===== config.mk =====
export PLATFORM = sky130hd
export DESIGN_NAME = tms_dur_scale
export DESIGN_NICKNAME = d
export VERILOG_FILES = /design/src/hw/rtl/tone_melody_sequencer_core_defines.svh /design/src/hw/rtl/tms_pkg.sv /design/src/hw/rtl/tms_dur_scale.sv
export SDC_FILE = /design/constraint.sdc
export NUM_CORES = 1
export LEC_CHECK = 0
export ABC_CLOCK_PERIOD_IN_PS = 5900
export BUFFER_PORTS_ARGS = -buffer_cell sky130_fd_sc_hd__buf_2
export CORE_ASPECT_RATIO = 1.5
export CORE_MARGIN = 8
export CORE_UTILIZATION = 58
export CTS_CLUSTER_SIZE = 14
export DETAILED_ROUTE_END_ITERATION = 6
export PLACE_DENSITY = 0.78
export SETUP_SLACK_MARGIN = 0.02
export SYNTH_ARGS = -nofsm -noshare
export SYNTH_HDL_FRONTEND = slang
export SYNTH_SLANG_ARGS = --single-unit
export TNS_END_PERCENT = 30

===== constraint.sdc =====
create_clock -name clock -period 5.9 [get_ports clock]
set_input_delay 0.295 -clock clock [delete_from_list [all_inputs] [get_ports clock]]
set_output_delay 0.295 -clock clock [all_outputs]
set_load 0.05 [all_outputs]

===== src/hw/rtl/tone_melody_sequencer_core_defines.svh =====
// assertion macros for the tone melody sequencer core
// used by the top level only; assumes signals named clock and reset in scope
`ifndef TONE_MELODY_SEQUENCER_CORE_DEFINES_SVH
`define TONE_MELODY_SEQUENCER_CORE_DEFINES_SVH

// same-cycle implication
`define TMS_ASSERT_SAME(lbl, ante, cons) \
   lbl: assert property (@(posedge clock) disable iff (reset) (ante) |-> (cons)) \
      else $error("tms same-cycle check failed");

// next-cycle implication
`define TMS_ASSERT_NEXT(lbl, ante, cons) \
   lbl: assert property (@(posedge clock) disable iff (reset) (ante) |=> (cons)) \
      else $error("tms next-cycle check failed");

`endif


===== src/hw/rtl/tms_pkg.sv =====
// shared types and constants for the tone melody sequencer
// no dependencies
`timescale 1ns / 1ps

package tms_pkg;

   localparam int MAX_NOTES   = 256;
   localparam int IDX_W       = $clog2(MAX_NOTES);
   localparam int SONG_LEN_W  = 9;
   localparam int CNT_W       = ($clog2(MAX_NOTES + 1) > SONG_LEN_W) ?
                                $clog2(MAX_NOTES + 1) : SONG_LEN_W;
   localparam int TIME_W      = 32;
   localparam int DUR_W       = 16;
   localparam int HP_W        = 16;
   localparam int SDUR_W      = 17;
   localparam int SPD_W       = 8;
   localparam int ENTRY_W     = DUR_W + HP_W;
   localparam int EIDX_W      = 8;
   localparam int NOTE_POS_W  = 8;

   localparam logic [SPD_W-1:0] SPEED_UNITY = 8'h80;
   localparam int SLOW_SHIFT  = 7;      // divide by 0x80
   localparam int FastDiv     = 255;    // 0xff
   localparam int RECIP_SHIFT = 31;
   localparam int RECIP_W     = 24;
   localparam logic [RECIP_W-1:0] FAST_RECIP = RECIP_W'((64'd1 << RECIP_SHIFT) / FastDiv);

   typedef enum logic [1:0] {
      OP_TICK  = 2'd0,
      OP_PLAY  = 2'd1,
      OP_STOP  = 2'd2,
      OP_WRITE = 2'd3
   } op_type;

   typedef enum logic [1:0] {
      CSR_LOOP    = 2'd0,
      CSR_REVERSE = 2'd1,
      CSR_SPEED   = 2'd2,
      CSR_SONGLEN = 2'd3
   } csr_idx_type;

   typedef struct packed {
      logic               wr_en;
      logic [IDX_W-1:0]   wr_addr;
      logic [ENTRY_W-1:0] wr_data;
      logic               rd_en;
      logic [IDX_W-1:0]   rd_addr;
   } mem_req_type;

   typedef struct packed {
      logic             start;
      logic [DUR_W-1:0] duration;
      logic [SPD_W-1:0] speed;
   } scale_req_type;

   typedef struct packed {
      logic              done;
      logic [SDUR_W-1:0] duration;
   } scale_rsp_type;

endpackage


===== src/hw/rtl/tms_dur_scale.sv =====
// three-stage duration scaler: d + d*(s-128)/128 or d - d*(128-s)/255
// depends on tms_pkg
`timescale 1ns / 1ps

module tms_dur_scale (
   input  logic                   clock,
   input  logic                   reset,
   input  tms_pkg::scale_req_type scl_req,
   output tms_pkg::scale_rsp_type scl_rsp
);
   import tms_pkg::*;

   localparam int PROD_W = DUR_W + SPD_W;
   localparam int X_W    = DUR_W + SLOW_SHIFT;
   localparam int Y_W    = X_W + RECIP_W;

   // stage 1: magnitude product
   logic              v1_ff, v1_in;
   logic              slow1_ff, fast1_ff;
   logic [DUR_W-1:0]  d1_ff;
   logic [PROD_W-1:0] p1_ff;
   logic [SPD_W-1:0]  mag;

   // stage 2: reciprocal product for the shortening case
   logic              v2_ff, v2_in;
   logic              fast2_ff;
   logic [DUR_W-1:0]  d2_ff;
   logic [X_W-1:0]    x2_ff;
   logic [Y_W-1:0]    y2_ff;
   logic [SDUR_W-1:0] alt2_ff, alt2;

   // stage 3: correction and subtract
   logic              v3_ff, v3_in;
   logic [SDUR_W-1:0] res3_ff, res3;
   logic [DUR_W-1:0]  q_est, q_fix;
   logic [X_W:0]      q_mul, rem;

   assign mag = (scl_req.speed > SPEED_UNITY) ? (scl_req.speed - SPEED_UNITY)
                                              : (SPEED_UNITY - scl_req.speed);
   assign v1_in = scl_req.start;
   assign v2_in = v1_ff;
   assign v3_in = v2_ff;

   always_comb begin
      if (slow1_ff) begin
         alt2 = SDUR_W'(d1_ff) + SDUR_W'(p1_ff >> SLOW_SHIFT);
      end else begin
         alt2 = SDUR_W'(d1_ff);
      end
   end

   // estimate is exact or one low, a single compare fixes it
   assign q_est = y2_ff[RECIP_SHIFT +: DUR_W];
   assign q_mul = ((X_W+1)'(q_est) << 8) - (X_W+1)'(q_est);
   assign rem   = (X_W+1)'(x2_ff) - q_mul;
   assign q_fix = q_est + DUR_W'(rem >= (X_W+1)'(FastDiv));

   always_comb begin
      if (fast2_ff) begin
         res3 = SDUR_W'(d2_ff) - SDUR_W'(q_fix);
      end else begin
         res3 = alt2_ff;
      end
   end

   always_ff @(posedge clock) begin
      if (reset) begin
         v1_ff <= 1'b0;
         v2_ff <= 1'b0;
         v3_ff <= 1'b0;
      end else begin
         v1_ff <= v1_in;
         v2_ff <= v2_in;
         v3_ff <= v3_in;
      end
      slow1_ff <= scl_req.speed > SPEED_UNITY;
      fast1_ff <= scl_req.speed < SPEED_UNITY;
      d1_ff    <= scl_req.duration;
      p1_ff    <= scl_req.duration * mag;
      fast2_ff <= fast1_ff;
      d2_ff    <= d1_ff;
      x2_ff    <= X_W'(p1_ff);
      y2_ff    <= X_W'(p1_ff) * FAST_RECIP;
      alt2_ff  <= alt2;
      res3_ff  <= res3;
   end

   assign scl_rsp.done     = v3_ff;
   assign scl_rsp.duration = res3_ff;

endmodule


* Word-level counts from Yosys, hierarchy flattened
Cells that the tools add are included.
Cells by class: $add $sub $neg 7, order comparisons 3, multiply operators 2, muxes and demuxes 3
Operators with widths (count):
- 23-bit by 17-bit multiplier with 40-bit output, second input constant | 1
- 24-bit by 8-bit >= comparator with 1-bit output, second input constant | 1
- 16-bit by 8-bit multiplier with 24-bit output | 1
- 23-bit by 24-bit subtractor with 24-bit output | 1
- 24-bit by 16-bit subtractor with 24-bit output | 1
- 16-bit by 17-bit adder with 17-bit output | 1
- 17-bit two-way mux | 1
- 16-bit by 16-bit subtractor with 17-bit output | 1
- 16-bit by 1-bit adder with 16-bit output | 1
- 16-bit two-way mux | 1
- 8-bit greater-than comparator, second input constant | 1
- 8-bit < comparator, second input constant | 1
- 8-bit two-way mux | 1
- 8-bit subtractor, first input constant | 1
- 8-bit subtractor, second input constant | 1
Storage, ports and cells: flip-flop bits (word level) 159

* Depth between registers and ports, before layout
Gate-level depths: netlist (run 1).
depth after elaboration 6, depth in mapped cells 26, depth with buffers taken out 25

* Worst setup path before layout (run 1)
Ideal clock, no wire load.
path kind input to register, from input port scl_req[0] in the netlist's numbering, to register p1_ff[20], buffers on the path 1, stages on the path 22, slack 0.291 ns, data arrival time 5.537 ns, path through inv_1 > ha_1 > and3b_1 > a21o_1 > o31ai_1 > xor2_1 > clkbuf_1 > nand2b_1 > fa_1 > fa_1 > inv_1 > fa_1 > fa_1 > ha_1 > or2_2 > a21oi_1 > a211o_1 > a31oi_1 > a211oi_1 > o21bai_1 > a21oi_1 > xnor2_1
On the way: longest elaborated chain between the ends 3
RTL lines:
- start: declaration | line tms_dur_scale.sv:8 | input tms_pkg::scale_req_type scl_req,
- 8-bit subtractor (tied with other cells) | line tms_dur_scale.sv:39 | : (SPEED_UNITY - scl_req.speed);
- 8-bit two-way mux * | line tms_dur_scale.sv:38 | assign mag = (scl_req.speed > SPEED_UNITY) ? (scl_req.speed - SPEED_UNITY)
- 16-bit by 8-bit multiplier with 24-bit output * | line tms_dur_scale.sv:79 | p1_ff <= scl_req.duration * mag;
- end signal: assignment | line tms_dur_scale.sv:79
- end: declaration | line tms_dur_scale.sv:21 | logic [PROD_W-1:0] p1_ff;
Mark *: on every way between the ends. The rest lies on a longest branch, timed or not. A chain may end at the register's enable or synchronous reset.

* Worst setup path in the final report (run 1)
from register y2_ff[46], to register res3_ff[13]
On the way: longest elaborated chain between the ends 6
RTL lines:
- start: declaration | line tms_dur_scale.sv:29 | logic [Y_W-1:0] y2_ff;
- start signal: assignment | line tms_dur_scale.sv:83 | y2_ff <= X_W'(p1_ff) * FAST_RECIP;
- 24-bit by 16-bit subtractor with 24-bit output | line tms_dur_scale.sv:54 | assign q_mul = ((X_W+1)'(q_est) << 8) - (X_W+1)'(q_est);
- 23-bit by 24-bit subtractor with 24-bit output | line tms_dur_scale.sv:55 | assign rem = (X_W+1)'(x2_ff) - q_mul;
- 24-bit by 8-bit >= comparator with 1-bit output | line tms_dur_scale.sv:56 | assign q_fix = q_est + DUR_W'(rem >= (X_W+1)'(FastDiv));
- 16-bit by 1-bit adder with 16-bit output | line tms_dur_scale.sv:56
- 16-bit by 16-bit subtractor with 17-bit output | line tms_dur_scale.sv:60 | res3 = SDUR_W'(d2_ff) - SDUR_W'(q_fix);
- 17-bit two-way mux | line tms_dur_scale.sv:59 | if (fast2_ff) begin
- net res3[13] | line tms_dur_scale.sv:34 | logic [SDUR_W-1:0] res3_ff, res3;
- end signal: assignment | line tms_dur_scale.sv:85 | res3_ff <= res3;
- end: declaration | line tms_dur_scale.sv:34
The timed path passes the listed nets, and every way through them passes these cells.

==> results of run 1 <==
## worst max-delay path by stage
stage | start | end | slack [ns] | cells past startpoint
after floorplan | scl_req[0] | p1_ff[20] | 0.29 | 22
after global placement | y2_ff[36] | res3_ff[15] | -0.005 | 26
after detailed placement | y2_ff[36] | res3_ff[13] | -0.02 | 27
after CTS | y2_ff[36] | res3_ff[12] | 0.02 | 24
after global routing | y2_ff[46] | res3_ff[13] | -0.004 | 27
final | y2_ff[46] | res3_ff[13] | 0.30 | 27
## metrics by stage
stage               TNS (ns)  setup WS (ns)
detailed placement   -0.0307        -0.0241
CTS                        0         0.0155
global route        -0.00412       -0.00412
floorplan                  0          0.291
global placement    -0.00772       -0.00509
finish                     0          0.298
## cell usage after synthesis (all sizes together) (12+ instances only)
cell,n,area share [%]
clkbuf,13,0.39
mux2,22,2.0
nor2b,55,2.7
o21ai,48,1.9
nor3,28,1.1
nor2,47,1.4
xnor2,54,3.8
inv,204,6.1
ha,201,20
and2,24,1.2
nand2,115,3.4
a21o,20,1.2
a211oi,13,0.78
nand3,28,1.1
o21a,17,1.0
o211ai,12,0.72
dfxtp,135,22
xor2,24,1.8
nand2b,18,0.90
fa,99,16
a21oi,56,2.3
## state kept, by name, summed over array words and instances (netlist names)
name / flops
alt2_ff: 17
d1_ff: 16
d2_ff: 16
fast1_ff: 1
fast2_ff: 1
p1_ff: 24
res3_ff: 17
slow1_ff: 1
v1_ff: 1
v2_ff: 1
v3_ff: 1
x2_ff: 23
y2_ff: 16
## cell type report
cell class                 count  area (µm²)
multi-input combinational   1009        9170
fill                        1699        7120
sequential                   135        2710
timing repair buffer         117         768
inverter                     204         766
clock buffer                  17         425
tap                          272         340
clock inverter                15         179
## what timing repair did
action | 4_1_cts | 5_1_grt
pin swaps | 1 | 17
buffers inserted | 0 | 2
gates resized for setup | 1 | 44
setup endpoints to repair | 4 | 9
## metal layers
metal,global-route usage [%],vias to the layer above
met5,0,-
met4,12.2,0
met3,3.12,104
met2,45.3,311
met1,25.4,4990
li1,-,4883
## logic make-up (layout without fill, tap and decap cells)
logic type	after synthesis	after routing	synth area share, %
AOI/OAI and AO/OA	242	242	13.2
xor gates and xnor gates	78	78	5.60
DFF	135	135	21.6
adders and majority gates	300	300	35.9
muxes	24	24	2.14
and+or+nand+nor	365	365	14.7
buffers and inverters	225	353	6.89
==> flow_metrics.tcl, run 1 <==
set metrics [dict create \
    synthesis.area_um2 12500 \
    crit_required_ns 6.22 \
    avgSynthCellArea_um2 9.16 \
    fmax_ghz 0.179 \
    fin_nets 1811 \
    drt-total-wl_um 32100 \
    cts.sinks 135 \
    critical_path.top_delay_family "compound AO/OA/AOI/OAI gates" \
    worstPathMaxFanout 9 \
    hold_viol 0 \
    grt_usage_pct 24.2 \
    start_util_pct 58.4 \
    met1Wirelength_um 12000 \
    cts_buffers 17 \
    placed_cells_incl_taps 1735 \
    path_class "flop to flop" \
    reg2reg_slack_ns 0.30 \
    htreeDepth 4 \
    worstHoldStart "reset" \
    slowest_stage "fa_1" \
    hold_class "input port to flop" \
    cts_tree "built" \
    grt_max_degree 20 \
    synth-main-ff-cell "dfxtp_1" \
    cap_violations 0 \
    stdcell_area_um2 14400 \
    async_flop_share_pct 0 \
    dieArea_um2 26700 \
    die_height_um 196 \
    layout-drive-gt1-share_pct 15.0 \
    gr-total-overflow 0 \
    drt-pass1-iter-count 6 \
    synth-seq-cells 135 \
    clock_skew_ns 0.0125 \
    grt_pass1_vias 10530 \
    crit_arrival_ns 5.92 \
    relSlewSlack_pct 48.6 \
    yosysSeqAreaShare_pct 21.6 \
    end_kind "flop" \
    die_x_um 136 \
    status "complete, no violations" \
    finalCriticalPeriod_ns 5.60 \
    fin_crit_sh_pct 94.9 \
    grt_pass1_wl_um 51100 \
    rr_endpoint "res3_ff[13]" \
    routedWlPerCell_um 18.1 \
    cts_hold_buf 0 \
    io_pins 45 \
    yosys_warnings 0 \
    vias 10288 \
    core-area_um2 21500 \
    rows 66 \
    hold_ws_ns 0.0546 \
    vias_per_cell 5.82 \
    drt_iter0_drc 481 \
    wl_met3_um 1260 \
    synth_cells 1369 \
    met2_length_um 17200 \
    clk_latency_ns 0.42 \
    cpMostUsedCell "buf_4" \
    final_common_cell "inv_1" \
    syn2layout_area_growth_pct 14.5 \
    tightestPinTransition_ns 0.769 \
    cts_root_buffer "clkbuf_16" \
    slew_viol_final 0 \
    setup_viol 0 \
    num_antenna_cells 0 \
    dp_hpwl_um 25700 \
    layout_common_cells "inv_1, ha_1, dfxtp_1" \
    cpPeakStageDelay_ns 0.48 \
    synth_edf_count 0 \
    top_layer "met4" \
    r2r_cells 27 \
    synth.distinct_cells 71 \
    synth_nets 1696 \
    final_util_pct 66.9 \
    final_cells 1769 \
    hold_end "v1_ff" \
    placed_area_um2 13500 \
    ant_nets 0 \
    drt_drc_violations_left 0 \
    critPathLaunchType "flop" \
    clk_pin_slew_ns 0.07 \
    port-buffer-count 44 \
    cts_buffer_depth 2 \
    gp_congestion 0.983 \
    path_buf_inv 6 \
    holdPathStages 2 \
    antenna_found_initial 0 \
    r2r-start "y2_ff[46]" \
]
Power of run 1 is not shown: default switching activity piles up to over one toggle a cycle in this logic, so the estimate is an artifact.
==> run 2: changes to the inputs <==
--- a/config.mk
+++ b/config.mk
@@ -5,14 +5,14 @@
 export SDC_FILE = /design/constraint.sdc
 export NUM_CORES = 1
 export LEC_CHECK = 0
-export ABC_CLOCK_PERIOD_IN_PS = 5900
+export ABC_CLOCK_PERIOD_IN_PS = 5700
 export BUFFER_PORTS_ARGS = -buffer_cell sky130_fd_sc_hd__buf_2
 export CORE_ASPECT_RATIO = 1.5
 export CORE_MARGIN = 8
 export CORE_UTILIZATION = 58
 export CTS_CLUSTER_SIZE = 14
 export DETAILED_ROUTE_END_ITERATION = 6
-export PLACE_DENSITY = 0.78
+export PLACE_DENSITY = 0.75
 export SETUP_SLACK_MARGIN = 0.02
 export SYNTH_ARGS = -nofsm -noshare
 export SYNTH_HDL_FRONTEND = slang
==> constraint.sdc (replaced) <==
create_clock -name clock -period 5.7 [get_ports clock]
set_input_delay 0.285 -clock clock [delete_from_list [all_inputs] [get_ports clock]]
set_output_delay 0.285 -clock clock [all_outputs]
set_load 0.05 [all_outputs]
==> run 2 against run 1 <==
  * Final cell count grew 2.3%
  * Die area is the same
  * Non-clock buffer count grew 41
  * Clock skew shrank 0.0027 ns
==> flow_metrics.tcl, run 2 (synthesis gave the netlist of run 1 again) <==
set metrics [dict create \
    clock_skew_ns 0.00976 \
    crit_required_ns 6.02 \
    dieArea_um2 26700 \
    status "complete, no violations" \
    hold_class "input port to flop" \
    worstPathMaxFanout 4 \
    vias_per_cell 5.80 \
    hold_viol 0 \
    cts_root_buffer "clkbuf_16" \
    largest_reg_flops 24 \
    rsz0062_at_grt "yes" \
    final_common_cell "inv_1" \
    grt_max_degree 20 \
    tightestPinTransition_ns 0.764 \
    cts_buffers 17 \
    ant_nets 0 \
    rows 66 \
    relSlewSlack_pct 49.0 \
    wl_met3_um 1180 \
    end_kind "flop" \
    fmax_ghz 0.178 \
    grt_pass1_vias 10917 \
    start_util_pct 58.4 \
    crit_arrival_ns 5.92 \
    met2_length_um 17900 \
    slew_viol_final 0 \
    n_fill_cell 1635 \
    dpl_worst_slack_ns -0.196 \
    critPathLaunchType "flop" \
    core-area_um2 21500 \
    cts_tree "built" \
    cap_violations 0 \
    layout_common_cells "inv_1, ha_1, dfxtp_1" \
    vias 10491 \
    finalCriticalPeriod_ns 5.60 \
    reg_top3 "p1_ff x24, x2_ff x23" \
    gr-total-overflow 0 \
    port-buffer-count 44 \
    dp_hpwl_um 26300 \
    drt-total-wl_um 32900 \
    top_layer "met4" \
    fin_crit_sh_pct 98.3 \
    clk_latency_ns 0.43 \
    grt_pass1_wl_um 52600 \
    die_x_um 136 \
    met1Wirelength_um 12300 \
    cts_buffer_depth 2 \
    fin_nets 1852 \
    setup_viol 0 \
    drt-pass1-iter-count 5 \
    io_pins 45 \
    drt_drc_violations_left 0 \
    holdPathStages 2 \
    path_class "flop to flop" \
    htreeDepth 4 \
    setup_slack_ns 0.0964 \
    r2r_cells 27 \
    antenna_found_initial 0 \
    syn2layout_area_growth_pct 17.9 \
    regMostFlops "p1_ff" \
    num_antenna_cells 0 \
    die_height_um 196 \
    gp_congestion 0.934 \
    cts_hold_buf 0 \
    clk_pin_slew_ns 0.06 \
    drt_iter0_drc 527 \
    routedWlPerCell_um 18.2 \
    layout-drive-gt1-share_pct 18.0 \
    cts.sinks 135 \
    grt_usage_pct 24.8 \
]
-- run 2: cell count changes in the layout (fill, tap and decap cells not counted), moves of 4 or more --
cell	change
buf_4	+40
inv_8	-5
a21oi_2	+4
ha_1	-4
ha_4	+4
-- run 2: final timing paths --
path | startpoint | endpoint | slack (ns)
hold / removal | reset | v2_ff | 0.04
setup / recovery | y2_ff[37] | res3_ff[13] | 0.1
setup reg to reg | y2_ff[37] | res3_ff[13] | 0.1
hold reg to reg | fast1_ff | fast2_ff | 0.33
-- run 2: layer usage --
layer / up-vias / GRT usage [%]
met3: 99 / 2.87
met5: - / 0
met4: 0 / 13.0
li1: 4955 / -
met1: 5089 / 26.0
met2: 348 / 46.8
-- run 2: critical path, stage by stage, from the launching register on --
cell	delay (ns)
dfxtp_1	0.34
inv_1	0.06
ha_1	0.27
inv_1	0.13
ha_4	0.24
a21oi_2	0.18
o211ai_1	0.18
a21oi_2	0.26
o21ai_2	0.10
o41ai_2	0.35
buf_4	0.17
mux2_2	0.35
nor4_4	0.25
nand3_1	0.11
ha_2	0.21
ha_1	0.27
inv_1	0.05
ha_1	0.25
nor2b_1	0.13
o21a_1	0.20
o21ai_2	0.19
a2111oi_2	0.11
buf_4	0.15
a221o_1	0.33
buf_4	0.16
a21o_1	0.19
a211oi_2	0.21
o2bb2ai_1	0.09
-- run 2: cell type report --
class	count	area [µm²]	area share [%]
Clock inverter	13	194	1.31
Clock buffer	18	439	2.97
Tap cell	272	340	2.30
Timing Repair Buffer	158	1080	7.30
Sequential cell	135	2710	18.3
Inverter	204	766	5.18
Multi-Input combinational cell	1009	9270	62.6
-- run 2: through the flow --
stage / std cells / hold WS [ns] / util [%] / setup TNS [ns] / instance area, µm²
6_report: 1809 / 0.0372 / 68.9 / 0 / 14800
3_5_place_dp: 1777 / 0.315 / 64.5 / -1.03 / 13900
5_1_grt: 1809 / 0.0307 / 68.9 / -0.584 / 14800
3_3_place_gp: 1777 / 0.317 / 64.5 / -0.404 / 13900
4_1_cts: 1808 / 0.0312 / 67.7 / 0 / 14500
2_1_floorplan: 1369 / 0.310 / - / 0 / 12500
-- run 2: what timing repair did --
action	in CTS	in global routing
gates resized for setup	14	44
setup buffers	0	1
pin swaps	2	18
endpoints found under the setup margin	7	14
Power of run 2 is left out for the same reason.
